### src/rtl/adc_ot_pkg.sv
// Shared constants, operation codes and types of the averager with overvoltage trip.
package adc_ot_pkg;

	// Default geometry of sample codes and the sample counter
	localparam int SAMPLE_BITS_DEF = 10;
	localparam int COUNT_BITS_DEF  = 16;

	// Reset value of the overvoltage limit register
	localparam int LIMIT_RESET = 787;

	// Voltage scaling: avg/4 + avg/210, kept to 8 bits
	localparam int VOLT_W     = 8;
	localparam int VOLT_SHIFT = 2;
	localparam int VOLT_DIV   = 210;

	// Reciprocal of VOLT_DIV, exact for every code of up to 16 bits
	localparam int RECIP_SHIFT = 24;
	localparam int RECIP_MUL   = ((1 << RECIP_SHIFT) + VOLT_DIV - 1) / VOLT_DIV;
	localparam int RECIP_BITS  = $clog2(RECIP_MUL + 1);

	// Operation classes handed from the front end to the back end
	localparam int OP_W = 2;
	localparam logic [OP_W-1:0] OP_ACCUM   = 2'd0;
	localparam logic [OP_W-1:0] OP_TRIP    = 2'd1;
	localparam logic [OP_W-1:0] OP_CAPTURE = 2'd2;

	// Depth of the queue between front and back end
	localparam int QUEUE_DEPTH = 2;

	// Register port
	localparam int APB_ADDR_W = 3;
	localparam int APB_DATA_W = 32;
	localparam int REG_IDX_W  = APB_ADDR_W - 2;
	localparam logic [REG_IDX_W-1:0] REG_OVER_LIMIT = 1'b0;

	// Control flags of the result register
	typedef struct packed {
		logic valid;
		logic is_capture;
		logic tripped;
		logic shutdown_now;
	} res_flags_t;

endpackage

### src/rtl/adc_ot_front.sv
// Front end: accepts stream items and classifies them into queue operations.
module adc_ot_front #(
	parameter int SAMPLE_BITS = adc_ot_pkg::SAMPLE_BITS_DEF
) (
	input  logic                                   s_valid,
	output logic                                   s_ready,
	input  logic                                   kind,
	input  logic [SAMPLE_BITS-1:0]                 sample_value,
	input  logic [SAMPLE_BITS-1:0]                 over_limit,
	input  logic                                   q_full,
	output logic                                   q_push,
	output logic [adc_ot_pkg::OP_W+SAMPLE_BITS-1:0] q_entry
);
	import adc_ot_pkg::*;

	logic [OP_W-1:0] op;

	// Take a transfer whenever the queue has room
	assign s_ready = !q_full;
	assign q_push  = s_valid && !q_full;

	// Classify: capture request, over-limit sample, or sample to accumulate
	always_comb begin
		if (kind) begin
			op = OP_CAPTURE;
		end else if (sample_value > over_limit) begin
			op = OP_TRIP;
		end else begin
			op = OP_ACCUM;
		end
	end

	assign q_entry = {op, sample_value};

endmodule

### src/rtl/adc_ot_queue.sv
// Short first-in first-out queue that decouples the front end from the back end.
module adc_ot_queue #(
	parameter int WIDTH = 12,
	parameter int DEPTH = adc_ot_pkg::QUEUE_DEPTH
) (
	input  logic             clk,
	input  logic             arst_n,
	input  logic             push,
	input  logic [WIDTH-1:0] push_data,
	output logic             full,
	input  logic             pop,
	output logic             head_valid,
	output logic [WIDTH-1:0] head_data
);
	import adc_ot_pkg::*;

	localparam int PTR_W  = (DEPTH > 1) ? $clog2(DEPTH) : 1;
	localparam int FILL_W = $clog2(DEPTH + 1);

	logic [WIDTH-1:0]  mem_q [DEPTH];
	logic [PTR_W-1:0]  wr_ptr_q;
	logic [PTR_W-1:0]  rd_ptr_q;
	logic [FILL_W-1:0] fill_q;

	assign full       = (fill_q == FILL_W'(DEPTH));
	assign head_valid = (fill_q != '0);
	assign head_data  = mem_q[rd_ptr_q];

	// Store the pushed entry
	always_ff @(posedge clk) begin
		if (push) begin
			mem_q[wr_ptr_q] <= push_data;
		end
	end

	// Advance pointers and track the fill level
	always_ff @(posedge clk or negedge arst_n) begin
		if (!arst_n) begin
			wr_ptr_q <= '0;
			rd_ptr_q <= '0;
			fill_q   <= '0;
		end else begin
			if (push) begin
				wr_ptr_q <= (wr_ptr_q == PTR_W'(DEPTH - 1)) ? '0 : wr_ptr_q + 1'b1;
			end
			if (pop) begin
				rd_ptr_q <= (rd_ptr_q == PTR_W'(DEPTH - 1)) ? '0 : rd_ptr_q + 1'b1;
			end
			if (push && !pop) begin
				fill_q <= fill_q + 1'b1;
			end else if (pop && !push) begin
				fill_q <= fill_q - 1'b1;
			end
		end
	end

endmodule

### src/rtl/adc_ot_back.sv
// Back end: accumulator, iterative divider, voltage scaling and result register.
module adc_ot_back #(
	parameter int SAMPLE_BITS = adc_ot_pkg::SAMPLE_BITS_DEF,
	parameter int COUNT_BITS  = adc_ot_pkg::COUNT_BITS_DEF
) (
	input  logic                                    clk,
	input  logic                                    arst_n,
	input  logic                                    q_valid,
	input  logic [adc_ot_pkg::OP_W+SAMPLE_BITS-1:0] q_entry,
	output logic                                    q_pop,
	input  logic                                    m_ready,
	output adc_ot_pkg::res_flags_t                  res_flags,
	output logic [SAMPLE_BITS-1:0]                  res_avg,
	output logic [adc_ot_pkg::VOLT_W-1:0]           res_volt
);
	import adc_ot_pkg::*;

	localparam int ENTRY_W  = OP_W + SAMPLE_BITS;
	localparam int SUM_BITS = SAMPLE_BITS + COUNT_BITS;
	localparam int STEP_W   = $clog2(SUM_BITS + 1);
	localparam int PROD_W   = SAMPLE_BITS + RECIP_BITS;

	localparam logic [1:0] ST_IDLE = 2'd0;
	localparam logic [1:0] ST_DIV  = 2'd1;
	localparam logic [1:0] ST_MUL  = 2'd2;
	localparam logic [1:0] ST_VOLT = 2'd3;

	logic [1:0]             state_q;
	logic [SUM_BITS-1:0]    sum_q;
	logic [COUNT_BITS-1:0]  count_q;
	logic [SAMPLE_BITS-1:0] last_avg_q;
	logic                   trip_q;
	logic [SUM_BITS-1:0]    dvd_q;
	logic [COUNT_BITS-1:0]  dvs_q;
	logic [COUNT_BITS-1:0]  rem_q;
	logic [STEP_W-1:0]      step_q;
	logic [PROD_W-1:0]      prod_q;
	res_flags_t             flags_q;
	logic [SAMPLE_BITS-1:0] avg_q;
	logic [VOLT_W-1:0]      volt_q;

	logic [OP_W-1:0]        head_op;
	logic [SAMPLE_BITS-1:0] head_sample;
	logic                   out_free;
	logic                   count_full;
	logic                   cap_start;
	logic                   emit_now;
	logic                   emit_volt;
	logic [COUNT_BITS:0]    trial;
	logic [COUNT_BITS:0]    trial_diff;
	logic                   trial_ge;
	logic [PROD_W-1:0]      quo_div;
	logic [VOLT_W-1:0]      volt_calc;

	assign head_op     = q_entry[ENTRY_W-1 -: OP_W];
	assign head_sample = q_entry[SAMPLE_BITS-1:0];

	// Output register is free when empty or being drained this cycle
	assign out_free   = !flags_q.valid || m_ready;
	assign count_full = (count_q == {COUNT_BITS{1'b1}});
	assign q_pop      = (state_q == ST_IDLE) && q_valid && out_free;
	assign cap_start  = q_pop && (head_op == OP_CAPTURE) && (count_q != '0);
	assign emit_now   = q_pop && !cap_start;
	assign emit_volt  = (state_q == ST_VOLT) && out_free;

	// One restoring division step: shift in the next dividend bit, try a subtract
	assign trial      = {rem_q, dvd_q[SUM_BITS-1]};
	assign trial_ge   = (trial >= {1'b0, dvs_q});
	assign trial_diff = trial - {1'b0, dvs_q};

	// Scale the stored average: avg/4 plus avg/210 through the reciprocal product
	assign quo_div   = prod_q >> RECIP_SHIFT;
	assign volt_calc = VOLT_W'(last_avg_q >> VOLT_SHIFT) + VOLT_W'(quo_div);

	always_ff @(posedge clk or negedge arst_n) begin
		if (!arst_n) begin
			state_q       <= ST_IDLE;
			sum_q         <= '0;
			count_q       <= '0;
			last_avg_q    <= '0;
			trip_q        <= 1'b0;
			step_q        <= '0;
			flags_q       <= '0;
		end else begin
			unique case (state_q)
				ST_IDLE: begin
					if (q_pop && (head_op == OP_ACCUM) && !count_full) begin
						sum_q   <= sum_q + SUM_BITS'(head_sample);
						count_q <= count_q + 1'b1;
					end
					if (q_pop && (head_op == OP_TRIP)) begin
						trip_q <= 1'b1;
					end
					if (cap_start) begin
						sum_q   <= '0;
						count_q <= '0;
						step_q  <= STEP_W'(SUM_BITS);
						state_q <= ST_DIV;
					end
					if (emit_now) begin
						flags_q.valid        <= 1'b1;
						flags_q.is_capture   <= (head_op == OP_CAPTURE);
						flags_q.tripped      <= trip_q || (head_op == OP_TRIP);
						flags_q.shutdown_now <= (head_op == OP_TRIP);
					end
				end
				ST_DIV: begin
					step_q <= step_q - 1'b1;
					if (step_q == STEP_W'(1)) begin
						state_q <= ST_MUL;
					end
				end
				ST_MUL: begin
					last_avg_q <= dvd_q[SAMPLE_BITS-1:0];
					state_q    <= ST_VOLT;
				end
				ST_VOLT: begin
					if (emit_volt) begin
						flags_q.valid        <= 1'b1;
						flags_q.is_capture   <= 1'b1;
						flags_q.tripped      <= trip_q;
						flags_q.shutdown_now <= 1'b0;
						state_q              <= ST_IDLE;
					end
				end
				default: begin
					state_q <= ST_IDLE;
				end
			endcase

			// Drop the result once the consumer takes it and nothing replaces it
			if (m_ready && !emit_now && !emit_volt) begin
				flags_q.valid <= 1'b0;
			end
		end
	end

	// Divider datapath and result payload
	always_ff @(posedge clk) begin
		if (cap_start) begin
			dvd_q <= sum_q;
			dvs_q <= count_q;
			rem_q <= '0;
		end else if (state_q == ST_DIV) begin
			dvd_q <= {dvd_q[SUM_BITS-2:0], trial_ge};
			rem_q <= trial_ge ? trial_diff[COUNT_BITS-1:0] : trial[COUNT_BITS-1:0];
		end
		if (state_q == ST_MUL) begin
			prod_q <= PROD_W'(dvd_q[SAMPLE_BITS-1:0]) * PROD_W'(RECIP_MUL);
		end
		if (emit_now) begin
			avg_q  <= last_avg_q;
			volt_q <= '0;
		end else if (emit_volt) begin
			avg_q  <= last_avg_q;
			volt_q <= volt_calc;
		end
	end

	assign res_flags = flags_q;
	assign res_avg   = avg_q;
	assign res_volt  = volt_q;

	// Trip flag is sticky until reset
	a_trip_sticky: assert property (@(posedge clk) disable iff (!arst_n)
		trip_q |=> trip_q)
		else $error("trip flag cleared without reset");

	// Saturated count only leaves saturation through a capture
	a_count_sat: assert property (@(posedge clk) disable iff (!arst_n)
		count_full |=> (count_full || (count_q == '0)))
		else $error("sample count wrapped");

	// A finished capture always finds the result register free
	a_volt_free: assert property (@(posedge clk) disable iff (!arst_n)
		(state_q == ST_VOLT) |-> out_free)
		else $error("capture result blocked by a pending result");

	// The divider never runs with an exhausted step count
	a_div_steps: assert property (@(posedge clk) disable iff (!arst_n)
		(state_q == ST_DIV) |-> (step_q != '0))
		else $error("divider step counter underflow");

	// A shutdown pulse never rides on a capture result
	a_shut_sample: assert property (@(posedge clk) disable iff (!arst_n)
		(flags_q.valid && flags_q.shutdown_now) |-> !flags_q.is_capture)
		else $error("shutdown flagged on a capture result");

endmodule

### src/rtl/adc_average_overvoltage_trip_unit.sv
// Top level: sample averager with overvoltage trip, register port and stream ports.
// Every input transfer yields exactly one result transfer, in order. A sample within the
// limit is added to a running sum and count (the count saturates and further samples are
// dropped); a sample above the over_limit register sets the sticky tripped flag and
// reports shutdown_now for that one result. A capture divides sum by count, keeps the mean
// as average_code and reports voltage = (avg/4 + avg/210) mod 256; with no samples it
// reports voltage 0 and keeps the previous average. Samples and empty captures go through
// the back end at one per cycle unless the result stream stalls; a capture with samples
// runs the restoring divider, which retires one quotient bit per cycle, followed by one
// reciprocal multiply and the final add. A two-entry queue keeps the input side taking
// transfers, until it fills, while the back end divides or a result waits.
// over_limit sits at byte address 0 of the register port and resets to 787.
module adc_average_overvoltage_trip_unit #(
	parameter int SAMPLE_BITS = adc_ot_pkg::SAMPLE_BITS_DEF,
	parameter int COUNT_BITS  = adc_ot_pkg::COUNT_BITS_DEF
) (
	input  logic                                  clk,
	input  logic                                  arst_n,
	// Register port
	input  logic                                  psel,
	input  logic                                  penable,
	input  logic                                  pwrite,
	input  logic [adc_ot_pkg::APB_ADDR_W-1:0]     paddr,
	input  logic [adc_ot_pkg::APB_DATA_W-1:0]     pwdata,
	output logic [adc_ot_pkg::APB_DATA_W-1:0]     prdata,
	output logic                                  pready,
	// Input stream
	input  logic                                  s_axis_tvalid,
	output logic                                  s_axis_tready,
	input  logic [((SAMPLE_BITS+7)/8)*8-1:0]      s_axis_tdata,  // sample_value
	input  logic                                  s_axis_tuser,  // kind
	// Result stream
	output logic                                  m_axis_tvalid,
	input  logic                                  m_axis_tready,
	output logic [((SAMPLE_BITS+adc_ot_pkg::VOLT_W+2+7)/8)*8-1:0] m_axis_tdata,
	// m_axis_tdata: average_code, voltage, tripped, shutdown_now
	output logic                                  m_axis_tuser   // is_capture
);
	import adc_ot_pkg::*;

	localparam int ENTRY_W    = OP_W + SAMPLE_BITS;
	localparam int OUT_DATA_W = ((SAMPLE_BITS + VOLT_W + 2 + 7) / 8) * 8;

	logic [SAMPLE_BITS-1:0] over_limit_q;
	logic                   reg_sel;
	logic                   q_full;
	logic                   q_push;
	logic [ENTRY_W-1:0]     q_in;
	logic                   q_pop;
	logic                   q_valid;
	logic [ENTRY_W-1:0]     q_head;
	res_flags_t             res_flags;
	logic [SAMPLE_BITS-1:0] res_avg;
	logic [VOLT_W-1:0]      res_volt;

	// Register port decode
	assign pready  = 1'b1;
	assign reg_sel = (paddr[APB_ADDR_W-1:2] == REG_OVER_LIMIT);
	assign prdata  = reg_sel ? APB_DATA_W'(over_limit_q) : '0;

	// Write the limit register
	always_ff @(posedge clk or negedge arst_n) begin
		if (!arst_n) begin
			over_limit_q <= SAMPLE_BITS'(LIMIT_RESET);
		end else if (psel && penable && pwrite && pready && reg_sel) begin
			over_limit_q <= pwdata[SAMPLE_BITS-1:0];
		end
	end

	adc_ot_front #(
		.SAMPLE_BITS (SAMPLE_BITS)
	) u_front (
		.s_valid      (s_axis_tvalid),
		.s_ready      (s_axis_tready),
		.kind         (s_axis_tuser),
		.sample_value (s_axis_tdata[SAMPLE_BITS-1:0]),
		.over_limit   (over_limit_q),
		.q_full       (q_full),
		.q_push       (q_push),
		.q_entry      (q_in)
	);

	adc_ot_queue #(
		.WIDTH (ENTRY_W),
		.DEPTH (QUEUE_DEPTH)
	) u_queue (
		.clk        (clk),
		.arst_n     (arst_n),
		.push       (q_push),
		.push_data  (q_in),
		.full       (q_full),
		.pop        (q_pop),
		.head_valid (q_valid),
		.head_data  (q_head)
	);

	adc_ot_back #(
		.SAMPLE_BITS (SAMPLE_BITS),
		.COUNT_BITS  (COUNT_BITS)
	) u_back (
		.clk       (clk),
		.arst_n    (arst_n),
		.q_valid   (q_valid),
		.q_entry   (q_head),
		.q_pop     (q_pop),
		.m_ready   (m_axis_tready),
		.res_flags (res_flags),
		.res_avg   (res_avg),
		.res_volt  (res_volt)
	);

	// Pack the result transfer
	assign m_axis_tvalid = res_flags.valid;
	assign m_axis_tuser  = res_flags.is_capture;
	assign m_axis_tdata  = OUT_DATA_W'({res_flags.shutdown_now, res_flags.tripped,
		res_volt, res_avg});

endmodule
### config.mk
export PLATFORM = sky130hd
export DESIGN_NAME = adc_average_overvoltage_trip_unit
export DESIGN_NICKNAME = d
export VERILOG_FILES = /design/src/rtl/adc_ot_pkg.sv /design/src/rtl/adc_ot_front.sv /design/src/rtl/adc_ot_queue.sv /design/src/rtl/adc_ot_back.sv /design/src/rtl/adc_average_overvoltage_trip_unit.sv
export SDC_FILE = /design/constraint.sdc
export NUM_CORES = 1
export LEC_CHECK = 0
export BUFFER_PORTS_ARGS = -buffer_cell sky130_fd_sc_hd__buf_2
export CAP_MARGIN = 30
export CORE_ASPECT_RATIO = 1.5
export CORE_UTILIZATION = 55
export CTS_CLUSTER_SIZE = 30
export DETAILED_ROUTE_END_ITERATION = 6
export HOLD_SLACK_MARGIN = 0.05
export PLACE_DENSITY = 0.75
export REMOVE_ABC_BUFFERS = 1
export SLEW_MARGIN = 25
export SYNTH_ARGS = -nofsm -noshare
export SYNTH_HDL_FRONTEND = slang
export SYNTH_SLANG_ARGS = --single-unit
### constraint.sdc
create_clock -name clk -period 5.9 [get_ports clk]
set_clock_uncertainty 0.2 [all_clocks]
set_input_delay 0.59 -clock clk [delete_from_list [all_inputs] [get_ports clk]]
set_output_delay 0.59 -clock clk [all_outputs]
set_load 0.005 [all_outputs]
==> results of run 1 <==
-- metal layers --
metal	track usage [%]	vias to the layer above	wire length [um]
met5	0	-	0
met4	7.26	0	356
met3	3.29	32	623
met2	39.0	134	11100
met1	23.3	3705	8290
li1	-	3770	-
-- synthesized netlist by cell type, drive strengths merged, types with 5 or more instances --
cell type	number
xnor2	30
dfstp	5
o21a	8
mux2	31
xor2	26
clkbuf	24
inv	91
ha	126
fa	21
a31oi	6
nor4	5
a211oi	18
mux2i	19
nor2	88
and4	8
nor3	12
edfxtp	79
a21o	9
o21ai	43
and3	6
nand3	17
nand4	16
dfxtp	24
dfrtp	73
nand2	98
o21bai	7
nor2b	9
a22o	10
a21oi	42
buf	35
-- repair_timing --
item	4_1_cts	5_1_grt
hold buffers	1	0
endpoints found under the setup margin	0	0
hold endpoints to repair	9	0
setup buffers	0	0
-- sequential cells by signal, summed over array words and instances, names as in the netlist, 3 cells and up --
name               count
u_queue.mem_q         24
u_back.sum_q          26
u_back.res_volt        8
over_limit_q          10
u_back.rem_q          16
u_back.prod_q          3
u_back.count_q        16
u_back.dvd_q          26
u_back.step_q          5
u_back.res_flags       4
u_back.res_avg        10
u_back.dvs_q          16
u_back.last_avg_q     10
-- layout make-up --
cell class / count / share of cell area (%)
multi-input combinational: 745 / 47.1
sequential: 181 / 39.5
clock buffer: 20 / 3.59
timing repair buffer: 69 / 3.21
inverter: 92 / 2.88
tap: 260 / 2.67
clock inverter: 12 / 0.977
-- through the flow --
step	hold WS (ns)	instance area [um2]
final	0.159	12200
after global routing	0.146	12200
after CTS	0.143	12100
after detailed placement	0.230	11600
after global placement	0.229	11600
after floorplan	0.0944	10900
-- cells by family (layout without fill, tap and decap cells) --
logic type,after synthesis,in the layout,synth area share [%]
xor+xnor,56,56,4.40
other cells,2,27,0.0674
mux,50,50,4.84
simple gates,287,287,12.4
flops,181,181,43.2
buf+inv,151,193,6.21
fa+ha+maj,147,147,17.9
compound gates,178,178,11.0
-- power by group through the flow --
stage / clock (uW) / combinational [uW] / sequential [uW]
floorplan: 0 / 3470 / 2150
global placement: 0 / 4320 / 2240
detailed placement: 0 / 4490 / 2250
CTS: 1100 / 4550 / 2230
global route: 1150 / 5210 / 2290
finish: 1080 / 4470 / 2220
-- final timing paths --
| kind | from | end | slack [ns] | cells after the start |
|---|---|---|---|---|
| worst max-delay path | u_back.dvd_q[7] | u_back.prod_q[26] | 1.60 | 13 |
| worst min-delay path | s_axis_tuser | u_queue.mem_q[1][11] | 0.16 | 1 |
| worst max register to register | u_back.dvd_q[7] | u_back.prod_q[26] | 1.60 | 13 |
| worst min register to register | u_back.last_avg_q[1] | u_back.res_avg[1] | 0.25 | 0 |
| max in group asynchronous | arst_n | u_back.last_avg_q[3] | 4.36 | 4 |
| min in group asynchronous | arst_n | u_back.count_q[8] | 0.31 | 2 |
==> flow_summary.json, run 1 <==
{
  "status": "completed",
  "pwr-share-comb_pct": 57.5,
  "initial_core_util_pct": 56.3,
  "seqPwrFrac_pct": 28.6,
  "hold_viol_final": 0,
  "cp_top_family": "adder cells",
  "multi_input_area_um2": 5740,
  "cts.repair.resized": 0,
  "synth_cells": 1052,
  "power_density_nw_per_um2": 639,
  "cts_tree": "done",
  "synth_warnings": 0,
  "ir_worst_vdd_v": 0.000376,
  "dieWidth_um": 118,
  "power_switching_uw": 3320,
  "final_cell_mix": "ha_1 (126), nand2_1 (97), inv_1 (90), nor2_1 (87), edfxtp_1 (79)",
  "power_uw": 7780,
  "fin_crit_ns": 4.30,
  "critPathLaunchType": "flip-flop",
  "hold_path_class": "in -> reg",
  "p_clk_share_pct": 13.9,
  "worst_slew_pin_slew_ns": 0.916,
  "finalSetupTns_ns": 0,
  "seq_area_um2": 4810,
  "worst-path-max-fanout": 8,
  "utilization_pct": 61.5,
  "synthArstFlopShare_pct": 43.1,
  "num_rows": 63,
  "die_area_um2": 20800,
  "post-route-period-util_pct": 72.9,
  "htreeDepth": 4,
  "dp_hpwl_mm": 15.1,
  "grt.overflow.total": 0,
  "cpPeakStageDelay_ns": 0.58,
  "required_ns": 5.89,
  "cts_buffers": 17,
  "yosysSeqAreaShare_pct": 43.2,
  "critPathKind": "reg -> reg",
  "synth_top_area_cell": "edfxtp_1",
  "dp_cells": 1344,
  "finalSetupViolCount": 0,
  "synth_flop_cell": "edfxtp_1",
  "max-cap-violations": 0,
  "worst-path-buf-inv": 2,
  "antenna_cells": 0,
  "p_sw_share_pct": 42.6,
  "initialDrtViolationCount": 267,
  "synth_area_leaders": "edfxtp_1 (21%), dfrtp_1 (16%), ha_1 (14%), dfxtp_1 (4.3%), fa_1 (3.8%)",
  "wl_per_cell_um": 14.8,
  "synth_cell_types": 80,
  "fmax_ghz": 0.233,
  "grt_pass1_wl_mm": 34.6,
  "endpoint_kind": "flip-flop",
  "gp_congestion": 0.845,
  "path_cells": "fa_1 -> inv_1 -> fa_1 -> inv_1 -> ha_1 -> fa_1 -> ha_1 -> ha_1 -> a21oi_1 -> o21ai_0 -> nand2_1 -> o31ai_1 -> o221a_2",
  "setup_slack_ns": 1.60,
  "leakage_uw": 0.00545,
  "grt_pass1_vias": 7826,
  "dr.pass1.iters": 4,
  "p_int_uw": 4460,
  "grt_max_degree": 80,
  "num_vias": 7641,
  "wl_mm": 20.4,
  "insertion_delay_ns": 0.44,
  "clk_pin_slew_ns": 0.07,
  "synth-seq-cells": 181,
  "critical-path-slowest-cell": "fa_1",
  "drcViolationCount": 0,
  "syn_area_um2": 11100,
  "chipHeight_um": 176,
  "fillers": 1629,
  "drive_above_1_share_pct": 14.3,
  "syn2layout_area_growth_pct": 9.21,
  "clock_sinks": 181,
  "antenna_found_initial": 0,
  "synth_edf_count": 79,
  "stdcell_count": 1379,
  "worst_ep_arrival_time_ns": 4.29,
  "coreArea_um2": 19800,
  "root_buffer": "clkbuf_16",
  "via_per_inst": 5.54,
  "grt_setup_unrepaired": "false",
  "track_usage_pct": 20.6,
  "numPortBuffers": 61,
  "drv_slew": 0,
  "ant_nets": 0,
  "fin_nets": 1312,
  "relSlewSlack_pct": 38.9,
  "preCtsSetupSlack_ns": 1.59,
  "yosysTopAreaCellShare_pct": 21.3,
  "mostFrequentLayoutCell": "ha_1",
  "io_pins": 119,
  "syn_avg_cell_area_um2": 10.6,
  "clockBufferDepth": 2
}
Power figures use the tool's default switching activity.
==> inputs of run 2 (changes only) <==
==> constraint.sdc (replaced) <==
create_clock -name clk -period 4.48 [get_ports clk]
set_clock_uncertainty 0.2 [all_clocks]
set_input_delay 0.448 -clock clk [delete_from_list [all_inputs] [get_ports clk]]
set_output_delay 0.448 -clock clk [all_outputs]
set_load 0.005 [all_outputs]
==> run 2 against run 1 <==
Net effect: die area is the same; final cell count grew 2.4%; global-route usage grew 0.76 points; register-to-register slack lost 1.3 ns; maximum frequency grew 3.3%; critical path type unchanged.
==> flow_summary.json, run 2 (synthesized netlist as in run 1, its figures left out) <==
{
  "clockBufferDepth": 2,
  "drv_slew": 0,
  "via_per_inst": 5.51,
  "min_path_cells": 1,
  "antenna_cells": 0,
  "relSlewSlack_pct": 39.4,
  "gp_congestion": 0.846,
  "hold_start": "s_axis_tdata[1]",
  "dieWidth_um": 118,
  "initialDrtViolationCount": 404,
  "final_cell_mix": "ha_1 (126), nand2_1 (98), inv_1 (90), nor2_1 (87), edfxtp_1 (79)",
  "power_density_nw_per_um2": 839,
  "fin_nets": 1345,
  "dp_hpwl_mm": 15.3,
  "cts_buffers": 17,
  "critPathKind": "reg -> reg",
  "multi_input_area_um2": 5740,
  "r2r-start": "u_back.dvd_q[3]",
  "min_to": "u_queue.mem_q[0][1]",
  "antenna_found_initial": 0,
  "reg2reg_to": "u_back.prod_q[26]",
  "dp_cells": 1351,
  "leakage_uw": 0.00561,
  "critPathLaunchType": "flip-flop",
  "worst_slew_pin_slew_ns": 0.909,
  "clk_pin_slew_ns": 0.06,
  "wl_mm": 21.3,
  "grt_max_degree": 80,
  "insertion_delay_ns": 0.43,
  "grt_pass1_vias": 7810,
  "finalSetupViolCount": 0,
  "mostFrequentLayoutCell": "ha_1",
  "required_ns": 4.46,
  "cts.repair.resized": 0,
  "num_rows": 63,
  "numPortBuffers": 61,
  "fin_crit_ns": 4.16,
  "utilization_pct": 63.0,
  "drive_above_1_share_pct": 14.9,
  "hold_path_class": "in -> reg",
  "worst-path-max-fanout": 9,
  "finalSetupTns_ns": 0,
  "syn2layout_area_growth_pct": 11.9,
  "endpoint_kind": "flip-flop",
  "wl_per_cell_um": 15.1,
  "grt.overflow.total": 0,
  "htreeDepth": 4,
  "dr.pass1.iters": 4,
  "coreArea_um2": 19800,
  "die_area_um2": 20800,
  "num_vias": 7776,
  "reg2reg_slack_ns": 0.32,
  "initial_core_util_pct": 56.3,
  "grt_pass1_wl_mm": 35.8,
  "fillers": 1536,
  "worst_ep_arrival_time_ns": 4.15,
  "max-cap-violations": 0,
  "root_buffer": "clkbuf_16",
  "reg_top3": "u_back.dvd_q (26), u_back.sum_q (26), u_queue.mem_q (24)",
  "chipHeight_um": 176,
  "cts_tree": "done",
  "ff2ff_path_depth": 14,
  "grt_setup_unrepaired": "false",
  "post-route-period-util_pct": 93.0,
  "fmax_ghz": 0.240,
  "clock_sinks": 181,
  "seq_area_um2": 4810,
  "status": "completed",
  "hold_viol_final": 0,
  "io_pins": 119,
  "track_usage_pct": 21.4,
  "drcViolationCount": 0,
  "ir_worst_vdd_v": 0.000425,
  "stdcell_count": 1412,
  "ant_nets": 0
}
-- run 2: timing repair --
| item | CTS | global route |
|---|---|---|
| buffers inserted | 0 | 7 |
| endpoints found under the setup margin | 0 | 3 |
| hold endpoints to repair | 74 | 1 |
| hold buffers | 20 | 1 |
-- run 2: final cells by class --
| cell class | instances | share of cell area [%] |
|---|---|---|
| clock buffers | 20 | 3.58 |
| clock inverters | 12 | 1.04 |
| inverters | 92 | 2.81 |
| multi-input cells | 745 | 46.0 |
| flip-flops and latches | 181 | 38.6 |
| well taps | 260 | 2.61 |
| repair buffers | 102 | 5.36 |
-- run 2: power by group --
group | switching (uW) | total (uW) | internal, uW
sequential | 422 | 2870 | 2450
clock | 635 | 1470 | 836
combinational | 3370 | 6120 | 2750
-- run 2: worst max path at each step --
stage / startpoint / endpoint / cells past startpoint
floorplan: u_back.dvd_q[7] / u_back.prod_q[26] / 13
global placement: u_back.dvd_q[2] / u_back.prod_q[26] / 15
CTS: u_back.dvd_q[1] / u_back.prod_q[26] / 15
finish: u_back.dvd_q[3] / u_back.prod_q[26] / 14
global route: u_back.dvd_q[7] / u_back.prod_q[26] / 16
detailed placement: u_back.dvd_q[1] / u_back.prod_q[26] / 15
-- run 2: worst max-delay path, stage by stage (launching register included) --
cell and delay, ns:
edfxtp_1 0.59, fa_1 0.45, ha_1 0.20, inv_1 0.07, fa_1 0.41, inv_1 0.09, fa_1 0.42, ha_1 0.35
a21oi_1 0.14, o21ai_0 0.11, a211oi_1 0.30, o21ai_0 0.15, nand3_1 0.12, o31ai_1 0.09, o221a_2 0.22
-- run 2: stage by stage --
| stage | total power [uW] | worst slack (ns) | instance area (um2) | hold slack (ns) |
|---|---|---|---|---|
| after floorplan | 7400 | 0.393 | 10900 | -0.0476 |
| after global placement | 8680 | 0.313 | 11600 | 0.229 |
| after detailed placement | 8960 | 0.239 | 11600 | 0.236 |
| after CTS | 10500 | 0.220 | 12400 | 0.0506 |
| after global routing | 11600 | 0.0374 | 12500 | 0.0593 |
| final | 10500 | 0.316 | 12500 | 0.0693 |
-- run 2: routing by layer --
metal  vias to the layer above  part of all wire [%]  track usage, %
li1                       3827                     -               -
met1                      3762                    42            25.0
met2                       153                    53            39.1
met3                        34                   3.1            3.17
met4                         0                   2.1            8.71
met5                         -                     0               0
